[src/rtl/lcdw_pkg.sv]
// Shared types and constants for the character LCD 4-bit write sequencer.
// No dependencies; imported by every module of the block.
package lcdw_pkg;

  localparam int unsigned TickW = 16;
  localparam int unsigned InitCount = 6;

  // Configuration register indexes
  typedef enum logic [2:0] {
    REG_PULSE        = 3'd0,
    REG_GAP          = 3'd1,
    REG_DATA_WAIT    = 3'd2,
    REG_COMMAND_WAIT = 3'd3,
    REG_POWERUP      = 3'd4,
    REG_CLEAR_WAIT   = 3'd5
  } reg_index_t;

  localparam logic [TickW-1:0] PulseReset       = 16'd40;
  localparam logic [TickW-1:0] GapReset         = 16'd40;
  localparam logic [TickW-1:0] DataWaitReset    = 16'd2000;
  localparam logic [TickW-1:0] CommandWaitReset = 16'd5000;
  localparam logic [TickW-1:0] PowerupReset     = 16'd20000;
  localparam logic [TickW-1:0] ClearWaitReset   = 16'd20000;

  typedef struct packed {
    logic [TickW-1:0] pulse_ticks;
    logic [TickW-1:0] gap_ticks;
    logic [TickW-1:0] data_wait_ticks;
    logic [TickW-1:0] command_wait_ticks;
    logic [TickW-1:0] powerup_ticks;
    logic [TickW-1:0] clear_wait_ticks;
  } cfg_t;

  typedef struct packed {
    logic       lcd_enable;
    logic       lcd_select;
    logic [3:0] lcd_nibble;
    logic       busy_res;
    logic       accepted;
  } result_t;

  // Power-up command string for 4-bit mode
  function automatic logic [7:0] init_byte(input logic [2:0] step);
    logic [7:0] b;
    case (step)
      3'd0:    b = 8'h33;
      3'd1:    b = 8'h33;
      3'd2:    b = 8'h32;
      3'd3:    b = 8'h28;
      3'd4:    b = 8'h0c;
      3'd5:    b = 8'h01;
      default: b = 8'h00;
    endcase
    return b;
  endfunction

endpackage

[src/rtl/lcdw_regs.sv]
// Timing configuration registers of the LCD write sequencer.
// Depends on lcdw_pkg.
module lcdw_regs (
  input  logic                     clk,
  input  logic                     rst,
  input  logic                     cfg_we,
  input  logic [2:0]               cfg_index,
  input  logic [15:0]              cfg_data,
  output lcdw_pkg::cfg_t           cfg
);
  import lcdw_pkg::*;

  always_ff @(posedge clk) begin
    if (rst) begin
      cfg.pulse_ticks        <= PulseReset;
      cfg.gap_ticks          <= GapReset;
      cfg.data_wait_ticks    <= DataWaitReset;
      cfg.command_wait_ticks <= CommandWaitReset;
      cfg.powerup_ticks      <= PowerupReset;
      cfg.clear_wait_ticks   <= ClearWaitReset;
    end else if (cfg_we) begin
      case (cfg_index)
        REG_PULSE:        cfg.pulse_ticks        <= cfg_data;
        REG_GAP:          cfg.gap_ticks          <= cfg_data;
        REG_DATA_WAIT:    cfg.data_wait_ticks    <= cfg_data;
        REG_COMMAND_WAIT: cfg.command_wait_ticks <= cfg_data;
        REG_POWERUP:      cfg.powerup_ticks      <= cfg_data;
        REG_CLEAR_WAIT:   cfg.clear_wait_ticks   <= cfg_data;
        default: ;  // unmapped index: drop the write
      endcase
    end
  end

endmodule

[src/rtl/lcdw_step.sv]
// Sequencer state and the per-beat next-state logic of the LCD writer.
// Depends on lcdw_pkg.
module lcdw_step (
  input  logic                clk,
  input  logic                rst,
  input  logic                advance,
  input  logic                req_type,
  input  logic                is_data,
  input  logic [7:0]          byte_value,
  input  lcdw_pkg::cfg_t      cfg,
  output lcdw_pkg::result_t   res_next
);
  import lcdw_pkg::*;

  typedef enum logic [3:0] {
    PH_POWERUP    = 4'd0,
    PH_HI_PULSE   = 4'd1,
    PH_GAP        = 4'd2,
    PH_LO_PULSE   = 4'd3,
    PH_WAIT       = 4'd4,
    PH_CLEAR_WAIT = 4'd5,
    PH_IDLE       = 4'd6
  } phase_t;

  phase_t           phase, phase_next;
  logic [TickW-1:0] tick_count, tick_count_next;
  logic [7:0]       held_byte, held_byte_next;
  logic             held_select, held_select_next;
  logic [2:0]       init_step, init_step_next;
  logic             enable_level, enable_level_next;
  logic [3:0]       nibble_out, nibble_out_next;

  logic [TickW-1:0] limit, limit_eff;
  logic [TickW:0]   count_inc;
  logic             done;
  logic             accept_write;

  // Wait length of the current phase; zero counts as one tick
  always_comb begin
    case (phase)
      PH_POWERUP:              limit = cfg.powerup_ticks;
      PH_HI_PULSE, PH_LO_PULSE: limit = cfg.pulse_ticks;
      PH_GAP:                  limit = cfg.gap_ticks;
      PH_WAIT:                 limit = held_select ? cfg.data_wait_ticks
                                                   : cfg.command_wait_ticks;
      PH_CLEAR_WAIT:           limit = cfg.clear_wait_ticks;
      default:                 limit = {{(TickW-1){1'b0}}, 1'b1};
    endcase
    limit_eff = (limit == '0) ? {{(TickW-1){1'b0}}, 1'b1} : limit;
    count_inc = {1'b0, tick_count} + {{TickW{1'b0}}, 1'b1};
    done      = count_inc >= {1'b0, limit_eff};
  end

  always_comb begin
    phase_next        = phase;
    tick_count_next   = tick_count;
    held_byte_next    = held_byte;
    held_select_next  = held_select;
    init_step_next    = init_step;
    enable_level_next = enable_level;
    nibble_out_next   = nibble_out;
    accept_write      = 1'b0;

    if (!req_type) begin
      // Tick: advance the running count, then act on its end
      if (phase != PH_IDLE) begin
        tick_count_next = done ? '0 : count_inc[TickW-1:0];
      end
      case (phase)
        PH_POWERUP: begin
          if (done) begin
            init_step_next    = 3'd0;
            held_byte_next    = init_byte(3'd0);
            held_select_next  = 1'b0;
            nibble_out_next   = held_byte_next[7:4];
            enable_level_next = 1'b1;
            phase_next        = PH_HI_PULSE;
          end
        end
        PH_HI_PULSE: begin
          if (done) begin
            enable_level_next = 1'b0;
            phase_next        = PH_GAP;
          end
        end
        PH_GAP: begin
          if (done) begin
            nibble_out_next   = held_byte[3:0];
            enable_level_next = 1'b1;
            phase_next        = PH_LO_PULSE;
          end
        end
        PH_LO_PULSE: begin
          if (done) begin
            enable_level_next = 1'b0;
            phase_next        = PH_WAIT;
          end
        end
        PH_WAIT: begin
          if (done) begin
            if (init_step < 3'(InitCount)) begin
              init_step_next = init_step + 3'd1;
              if (init_step + 3'd1 < 3'(InitCount)) begin
                held_byte_next    = init_byte(init_step + 3'd1);
                held_select_next  = 1'b0;
                nibble_out_next   = held_byte_next[7:4];
                enable_level_next = 1'b1;
                phase_next        = PH_HI_PULSE;
              end else begin
                phase_next = PH_CLEAR_WAIT;
              end
            end else begin
              phase_next = PH_IDLE;
            end
          end
        end
        PH_CLEAR_WAIT: begin
          if (done) phase_next = PH_IDLE;
        end
        PH_IDLE: ;
        default: phase_next = PH_IDLE;
      endcase
    end else if (phase == PH_IDLE) begin
      // Take the write: latch byte and RS, drive the high nibble, raise E
      accept_write      = 1'b1;
      held_byte_next    = byte_value;
      held_select_next  = is_data;
      nibble_out_next   = byte_value[7:4];
      enable_level_next = 1'b1;
      tick_count_next   = '0;
      phase_next        = PH_HI_PULSE;
    end
  end

  always_comb begin
    res_next.lcd_enable = enable_level_next;
    res_next.lcd_select = held_select_next;
    res_next.lcd_nibble = nibble_out_next;
    res_next.busy_res   = phase_next != PH_IDLE;
    res_next.accepted   = accept_write;
  end

  always_ff @(posedge clk) begin
    if (rst) begin
      phase        <= PH_POWERUP;
      tick_count   <= '0;
      held_byte    <= '0;
      held_select  <= 1'b0;
      init_step    <= '0;
      enable_level <= 1'b0;
      nibble_out   <= '0;
    end else if (advance) begin
      phase        <= phase_next;
      tick_count   <= tick_count_next;
      held_byte    <= held_byte_next;
      held_select  <= held_select_next;
      init_step    <= init_step_next;
      enable_level <= enable_level_next;
      nibble_out   <= nibble_out_next;
    end
  end

endmodule

[src/rtl/lcdw_out_buf.sv]
// Two-entry result buffer: a head register plus one skid slot.
// Depends on lcdw_pkg.
module lcdw_out_buf (
  input  logic                clk,
  input  logic                rst,
  input  logic                push,
  input  lcdw_pkg::result_t   push_data,
  output logic                space,
  output logic                head_valid,
  input  logic                pop,
  output lcdw_pkg::result_t   head_data
);
  import lcdw_pkg::*;

  result_t spare_data;
  logic    spare_valid;

  assign space = !spare_valid;

  always_ff @(posedge clk) begin
    if (rst) begin
      head_valid  <= 1'b0;
      spare_valid <= 1'b0;
    end else if (pop) begin
      if (spare_valid) begin
        head_data   <= spare_data;
        spare_valid <= 1'b0;
      end else if (push) begin
        head_data <= push_data;
      end else begin
        head_valid <= 1'b0;
      end
    end else if (push) begin
      if (!head_valid) begin
        head_data  <= push_data;
        head_valid <= 1'b1;
      end else begin
        spare_data  <= push_data;
        spare_valid <= 1'b1;
      end
    end
  end

endmodule

[src/rtl/char_lcd_4bit_write_sequencer_unit.sv]
// Top level of the character LCD 4-bit write sequencer.
// Depends on lcdw_pkg, lcdw_regs, lcdw_step and lcdw_out_buf.
//
// Usage:
//   Request channel (req_valid/req_ready): one beat is either a
//   one-microsecond tick (req_type = 0) or a write request (req_type = 1)
//   carrying byte_value and is_data (RS). Ticks pace every timed phase:
//   E high for pulse_ticks, E low for gap_ticks, E high for the low nibble,
//   then busy for the data or command wait.
//   Result channel (res_valid/res_ready): one beat per request beat, giving
//   the pin levels (lcd_enable, lcd_select, lcd_nibble) after that beat,
//   busy_res, and accepted (high only for a write taken while idle).
//   Configuration: cfg_we writes cfg_data into register cfg_index; write
//   only while no result is outstanding. Indexes six and seven are dropped.
//   The result of a beat is registered into the head register, or into the
//   skid slot while the head is held. Throughput is one beat per cycle while
//   req_ready is high, set by the single next-state pass in lcdw_step.
//   A stalled receiver fills the two-entry result buffer; req_ready drops
//   only when both entries are held, and rises once the head is taken.
//   Reset loads the default timings, empties the buffer and restarts the
//   power-up wait, after which the init string 33 33 32 28 0c 01 runs.
module char_lcd_4bit_write_sequencer_unit (
  input  logic        clk,
  input  logic        rst,
  input  logic        req_valid,
  output logic        req_ready,
  input  logic        req_type,
  input  logic        is_data,
  input  logic [7:0]  byte_value,
  output logic        res_valid,
  input  logic        res_ready,
  output logic        lcd_enable,
  output logic        lcd_select,
  output logic [3:0]  lcd_nibble,
  output logic        busy_res,
  output logic        accepted,
  input  logic        cfg_we,
  input  logic [2:0]  cfg_index,
  input  logic [15:0] cfg_data
);
  import lcdw_pkg::*;

  cfg_t    cfg;
  result_t res_next;
  result_t res_head;
  logic    req_beat;
  logic    res_beat;

  // A request beat advances the sequencer and pushes its result
  assign req_beat = req_valid && req_ready;
  assign res_beat = res_valid && res_ready;

  lcdw_regs u_regs (
    .clk       (clk),
    .rst       (rst),
    .cfg_we    (cfg_we),
    .cfg_index (cfg_index),
    .cfg_data  (cfg_data),
    .cfg       (cfg)
  );

  lcdw_step u_step (
    .clk        (clk),
    .rst        (rst),
    .advance    (req_beat),
    .req_type   (req_type),
    .is_data    (is_data),
    .byte_value (byte_value),
    .cfg        (cfg),
    .res_next   (res_next)
  );

  // Hold results here while the receiver stalls
  lcdw_out_buf u_out_buf (
    .clk        (clk),
    .rst        (rst),
    .push       (req_beat),
    .push_data  (res_next),
    .space      (req_ready),
    .head_valid (res_valid),
    .pop        (res_beat),
    .head_data  (res_head)
  );

  assign lcd_enable = res_head.lcd_enable;
  assign lcd_select = res_head.lcd_select;
  assign lcd_nibble = res_head.lcd_nibble;
  assign busy_res   = res_head.busy_res;
  assign accepted   = res_head.accepted;

  // A taken write raises E with the high nibble and reports busy
  a_write_start: assert property (@(posedge clk) disable iff (rst)
    (req_beat && req_type && res_next.accepted) |->
      (res_next.lcd_enable && res_next.busy_res &&
       res_next.lcd_nibble == byte_value[7:4]))
    else $error("taken write did not start the high nibble pulse");

  // Ticks are never reported as accepted writes
  a_tick_not_taken: assert property (@(posedge clk) disable iff (rst)
    (req_beat && !req_type) |-> !res_next.accepted)
    else $error("tick beat flagged as accepted");

  // The skid slot only fills behind an occupied head
  a_skid_order: assert property (@(posedge clk) disable iff (rst)
    !req_ready |-> res_valid)
    else $error("request stalled with an empty result head");

endmodule
[config.mk]
export PLATFORM = sky130hd
export DESIGN_NAME = char_lcd_4bit_write_sequencer_unit
export DESIGN_NICKNAME = d
export VERILOG_FILES = /design/src/rtl/lcdw_pkg.sv /design/src/rtl/lcdw_regs.sv /design/src/rtl/lcdw_step.sv /design/src/rtl/lcdw_out_buf.sv /design/src/rtl/char_lcd_4bit_write_sequencer_unit.sv
export SDC_FILE = /design/constraint.sdc
export NUM_CORES = 1
export LEC_CHECK = 0
export ABC_AREA = 1
export BUFFER_PORTS_ARGS = -buffer_cell sky130_fd_sc_hd__buf_2
export CAP_MARGIN = 30
export CORE_MARGIN = 2
export CORE_UTILIZATION = 40
export DETAILED_ROUTE_END_ITERATION = 6
export PLACE_DENSITY = 0.65
export SLEW_MARGIN = 5
export SYNTH_ARGS = -nofsm -noshare
export SYNTH_HDL_FRONTEND = slang
export SYNTH_SLANG_ARGS = --single-unit
[constraint.sdc]
create_clock -name clk -period 4.35 [get_ports clk]
set_clock_uncertainty 0.2 [all_clocks]
set_input_delay 0.6525 -clock clk [delete_from_list [all_inputs] [get_ports clk]]
set_output_delay 0.6525 -clock clk [all_outputs]
set_load 0.01 [all_outputs]
# After elaboration in Yosys (flattened, before gate mapping)

Cells that the tools add are included.

Output and inout port bits: 10
Input port bits: 34
Logic and storage cells: 155
Bits in registers: 147

Muxes and demuxes: 64
Eq/ne operators: 29
Bitwise gates (word level): 3
$lt $le $gt $ge: 3
Add/subtract/negate cells: 2
Reductions and logical operators: 29

Operator list:

| operator                | number |
|---|---|
| $mux W16                | 6 |
| $mux W4                 | 21 |
| $pmux W16 S5            | 1 |
| $mux W8                 | 5 |
| $pmux W6 S5             | 1 |
| $pmux W4 S7             | 1 |
| $mux W1                 | 19 |
| $add A16 B1 Y17 const B | 1 |
| $ge A17 B16 Y1          | 1 |
| $logic_not A16 Y1       | 1 |
| $mux W3                 | 5 |
| $reduce_and A2 Y1       | 7 |
| $eq A3 B2 Y1 const B    | 4 |
| $eq A3 B3 Y1 const B    | 4 |
| $eq A4 B3 Y1 const B    | 3 |
| $ne A3 B2 Y1 const B    | 4 |
| $pmux W4 S3             | 1 |
| $eq A4 B2 Y1 const B    | 2 |
| $ne A2 B1 Y1 const B    | 4 |
| $ne A4 B3 Y1 const B    | 2 |
| $pmux W4 S2             | 1 |
| $reduce_and A4 Y1       | 2 |
| $reduce_bool A2 Y1      | 4 |
| $reduce_or A2 Y1        | 4 |
| other kinds (17)        | 26 |

# Logic depth before layout (Yosys ltp)

Depth in word-level cells: 13
Depth in mapped cells: 30
Depth with buffers taken out: 28

# By module

From an unflattened synthesis, not the netlist that was laid out.

Cell total of the unflattened synthesis: 1164
Area total of the unflattened synthesis: 8045.2 um2

By module, submodules not included:

| module                             | cells each | instances | sequential area each (um2) | area an instance (um2) |
|---|---|---|---|---|
| lcdw_regs                          | 529        | 1         | 1921.8                     | 3798.6 |
| lcdw_step                          | 571        | 1         | 660.6                      | 3534.6 |
| lcdw_out_buf                       | 60         | 1         | 520.5                      | 696.9 |
| char_lcd_4bit_write_sequencer_unit | 4          | 1         | 0.0                        | 15.0 |

# Worst setup path after synthesis

Ideal clock, no wire load.

Path kind: reg-to-reg
Start point: reg u_step.phase[2]
End point: reg u_out_buf.head_data[1] (netlist bit) (data pin)
Clock period less this slack: 3.449 ns
Buffers on the path: 3
Cell stages (with the launch flop): 29
Required time: 3.897 ns
Library setup time: 0.253 ns
Arrival time: 2.996 ns
Path slack: 0.901 ns
Cells stage by stage: dfxtp_1 -> buf_2 -> nor2_4 -> inv_2 -> nor2_4 -> nand2_2 -> inv_2 -> buf_2 -> a221oi_1 -> o211ai_1 -> inv_1 -> nand4_1 -> nor2_1 -> nand2_1 -> nand2_1 -> ha_1 -> nand2_1 -> nor2_1 -> nand2_1 -> nand2_1 -> o21ai_2 -> nand2_4 -> buf_6 -> nand3_2 -> nand4_2 -> a21oi_2 -> nand3_2 -> nand2_1 -> nand2_1

RTL lines:

| element                | RTL line           | text |
|---|---|---|
| from (decl)            | lcdw_step.sv:25    | `phase_t phase, phase_next;` |
| from (signal assigned) | lcdw_step.sv:153   | `phase <= phase_next;` |
| to (signal assigned)   | lcdw_out_buf.sv:26 | `head_data <= spare_data;` |
| to (signal assigned)   | lcdw_out_buf.sv:29 | `head_data <= push_data;` |
| to (signal assigned)   | lcdw_out_buf.sv:35 | `head_data <= push_data;` |
| to (decl)              | lcdw_out_buf.sv:11 | `output lcdw_pkg::result_t head_data` |

==> qor.csv <==
metric,value,unit
CTS Buffer Depth,2,
global placer's final weighted congestion,0.907,
first-pass GRT wire length,33.7,mm
largest net degree at the start of global routing,105,
Tot Pwr,3.37,mW
antenna cell count,0,
detailed-routing wirelength on met1,9.69,mm
final critical-path setup slack,308,ps
# nets final,1163,
overall fraction of global-route tracks in use,21.5,%
I/O pin count,44,
Met2 Routed Length,9.45,mm
Cell Count Post-Placement,1315,
via density per instance,5.17,
number of DRC violations after detailed routing,0,
max frequency,0.247,GHz
count of mapped cells out of synthesis,1071,
share of cells above drive strength 1,11.1,%
Area Overhead vs Synth,13.5,%
level count of the clock H-tree,4,
"Warnings, synthesis",0,
Total Neg Setup Slack,0,ps
clock network latency to the later pin of the worst-skew pair,420,ps
Detail Placement HPWL,14.1,mm
Initial Util,41.2,%
Slew headroom,32.4,%
root cell of the clock tree,clkbuf_16,
number of endpoints with negative hold slack in the final report,0,
uppermost layer routed,met4,
Non-Filler Instances,1343,
"Slew Viols, Final",0,
number of design-rule violations left by the first detailed-router iteration,702,
floorplan die height,141,µm
number of endpoints failing setup at the final stage,0,
number of standard-cell rows in the floorplan,49,
Leak,3.88,nW
Critical Path RT,4330,ps
total power per unit cell area,397,nW/µm²
minimum setup slack after placement,214,ps
number of buffers inserted during clock tree synthesis,17,
crit share post-route,92.9,%
number of synthesized flops with an enable pin,16,
clock transition at the register clock pins on the worst setup and hold paths after CTS,60,ps
total of flip-flops plus latches after synthesis,147,
CTS tree,done,
via count of the first global-routing pass,6498,
post-layout utilization of the core,46.7,%
Min-Delay Startpoint,u_regs.cfg[47],
hold buffer count at CTS,0,
category of the worst setup path launch point,flop,
Worst Setup Path Type,flop to flop,
post-route antenna net violation count,0,
worst min-delay path class,flop to flop,
final wirelength,20.6,mm
RSZ-0062 raised after global routing,no,
area enclosed by the die boundary,19800,µm²
slew at the pin closest to its max-slew limit,1010,ps
CP Launch Point,u_step.phase[3],
Synth cell types,45,
launching point of the worst reg2reg path,u_step.phase[3],
clock sink count,147,
maximum VDD drop,0.000287,V
outcome,"finished, final reports clean",
detailed-routing iteration count for the pre-antenna-repair pass,5,
share of flip-flops with an asynchronous set or reset,0,%
total number of vias,6944,
largest fanout on the critical path,15,
Routed wire per std cell,15.3,µm
critical path data arrival time,4020,ps
Final Critical Period,4040,ps
Core Box Area,18100,µm²
nets in the synthesized netlist,1129,
sequential share of the synthesized area,41.5,%
number of input and output port buffers inserted,43,
main flop type after synthesis,dfxtp_1,
total global routing overflow,0,
die outline width,141,µm
total of max-cap violations,0,
number of antenna violations at the first check in global routing,0,
Syn Area/Cell,6.98,µm²
netlist area before placement,7470,µm²
critical path endpoint category,flop,
met3 layer wire length in the routed design,1.11,mm
[sequential cells by signal, indices dropped and copies added (netlist names), 3 cells and up]
name	flops
u_out_buf.head_data	8
u_out_buf.spare_data	8
u_step.init_step	3
u_step.held_byte	4
u_step.nibble_out	4
u_step.phase	4
u_regs.cfg	96
u_step.tick_count	16
[kinds of logic after synthesis]
group	after synthesis	synth area share, %
AND/OR/NAND/NOR	522	29.1
XOR/XNOR	11	1.29
AO/OA/AOI/OAI	213	15.8
buffers and inverters	154	8.29
flip-flops	147	41.5
adder cells (fa/ha/maj)	24	4.02
[synthesized netlist by cell type, types with 2 or more instances]
cell type / n / area share [%]
nand2_1: 267 / 13
nor2_1: 158 / 7.9
dfxtp_1: 131 / 35
o21ai_0: 108 / 7.2
inv_1: 100 / 5.0
a21oi_1: 72 / 4.8
nand3_1: 60 / 4.0
clkbuf_1: 33 / 1.7
ha_1: 24 / 4.0
edfxtp_1: 16 / 6.4
a221oi_1: 9 / 1.1
nand4_1: 9 / 0.75
xnor2_1: 8 / 0.94
nand2_2: 7 / 0.59
buf_2: 6 / 0.40
inv_2: 6 / 0.30
nor3_1: 5 / 0.33
o211ai_1: 4 / 0.40
a211oi_1: 3 / 0.30
buf_4: 3 / 0.30
buf_6: 3 / 0.45
clkinv_1: 3 / 0.15
nand2_4: 3 / 0.45
nand3_2: 3 / 0.40
nor2_4: 3 / 0.45
xor2_1: 3 / 0.35
a21oi_2: 2 / 0.23
nor2_2: 2 / 0.17
o2111ai_1: 2 / 0.23
o21a_1: 2 / 0.20
o22ai_1: 2 / 0.17
[final cells by class]
cell class	instances	area, µm²
fill	1833	9660
tap	229	287
timing repair buffer	60	343
inverter	109	409
sequential	147	3110
clock inverter	8	101
multi-input combinational	770	3760
clock buffer	20	479
[placed cells by master, fill, tap and decap left out, types with 8 or more instances in the layout]
cell / count
edfxtp_1: 16
dfxtp_1: 128
nand2_1: 267
o21ai_0: 108
clkbuf_16: 19
buf_4: 17
nand4_1: 9
inv_1: 99
nand3_1: 60
xnor2_1: 8
a21oi_1: 72
nor2_1: 158
ha_1: 24
a221oi_1: 9
buf_2: 43
[through the flow]
stage	hold slack [ps]	area (µm²)
final	249	8480
after global routing	263	8480
after CTS	248	8470
after detailed placement	239	7890
after global placement	235	7890
after floorplan	224	7470
[critical path, cell delays in order, from the launching register on]
cell      delay (ps)
dfxtp_1          480
nor2_4           100
inv_2             90
nor2_4            60
nand2_2          140
inv_2            170
a221oi_1         400
nand3_1          110
inv_1            150
nand4_1          110
nor2_1           110
nand2_1           60
nand2_1           60
ha_1             220
nand2_1           60
nor2_1            40
nand2_1           60
nand2_1           60
o21ai_2          240
nand2_4          170
nand3_1          150
nand2_2           90
nand3_1           70
nand2_1           60
nor2_1           120
nand3_2           90
nand2_1           60
nand2_1           50
[worst paths after layout]
path | end | slack (ps) | cells after the start
worst min-delay path | u_regs.cfg[47] | 250 | 2
worst max-delay path | u_out_buf.head_data[1] | 310 | 27
worst max register to register | u_out_buf.head_data[1] | 310 | 27
worst min register to register | u_regs.cfg[47] | 250 | 2
[where the power goes]
group / total, mW / internal (mW) / switching, mW
clock network: 1.46 / 0.899 / 0.560
registers: 1.46 / 1.43 / 0.0326
logic: 0.444 / 0.142 / 0.303
[layer usage]
layer	global-route usage [%]	up-vias
met1	28.9	3171
met2	35.0	199
met5	0	-
met3	3.84	25
li1	-	3549
met4	7.37	0
[repair_timing]
item                                    4_1_cts  5_1_grt
endpoints found under the setup margin        0       18
setup buffers                                 0        0
gates resized for setup                       0        4
endpoints found under the hold margin         0        0
(Power assumes the default switching activity.)
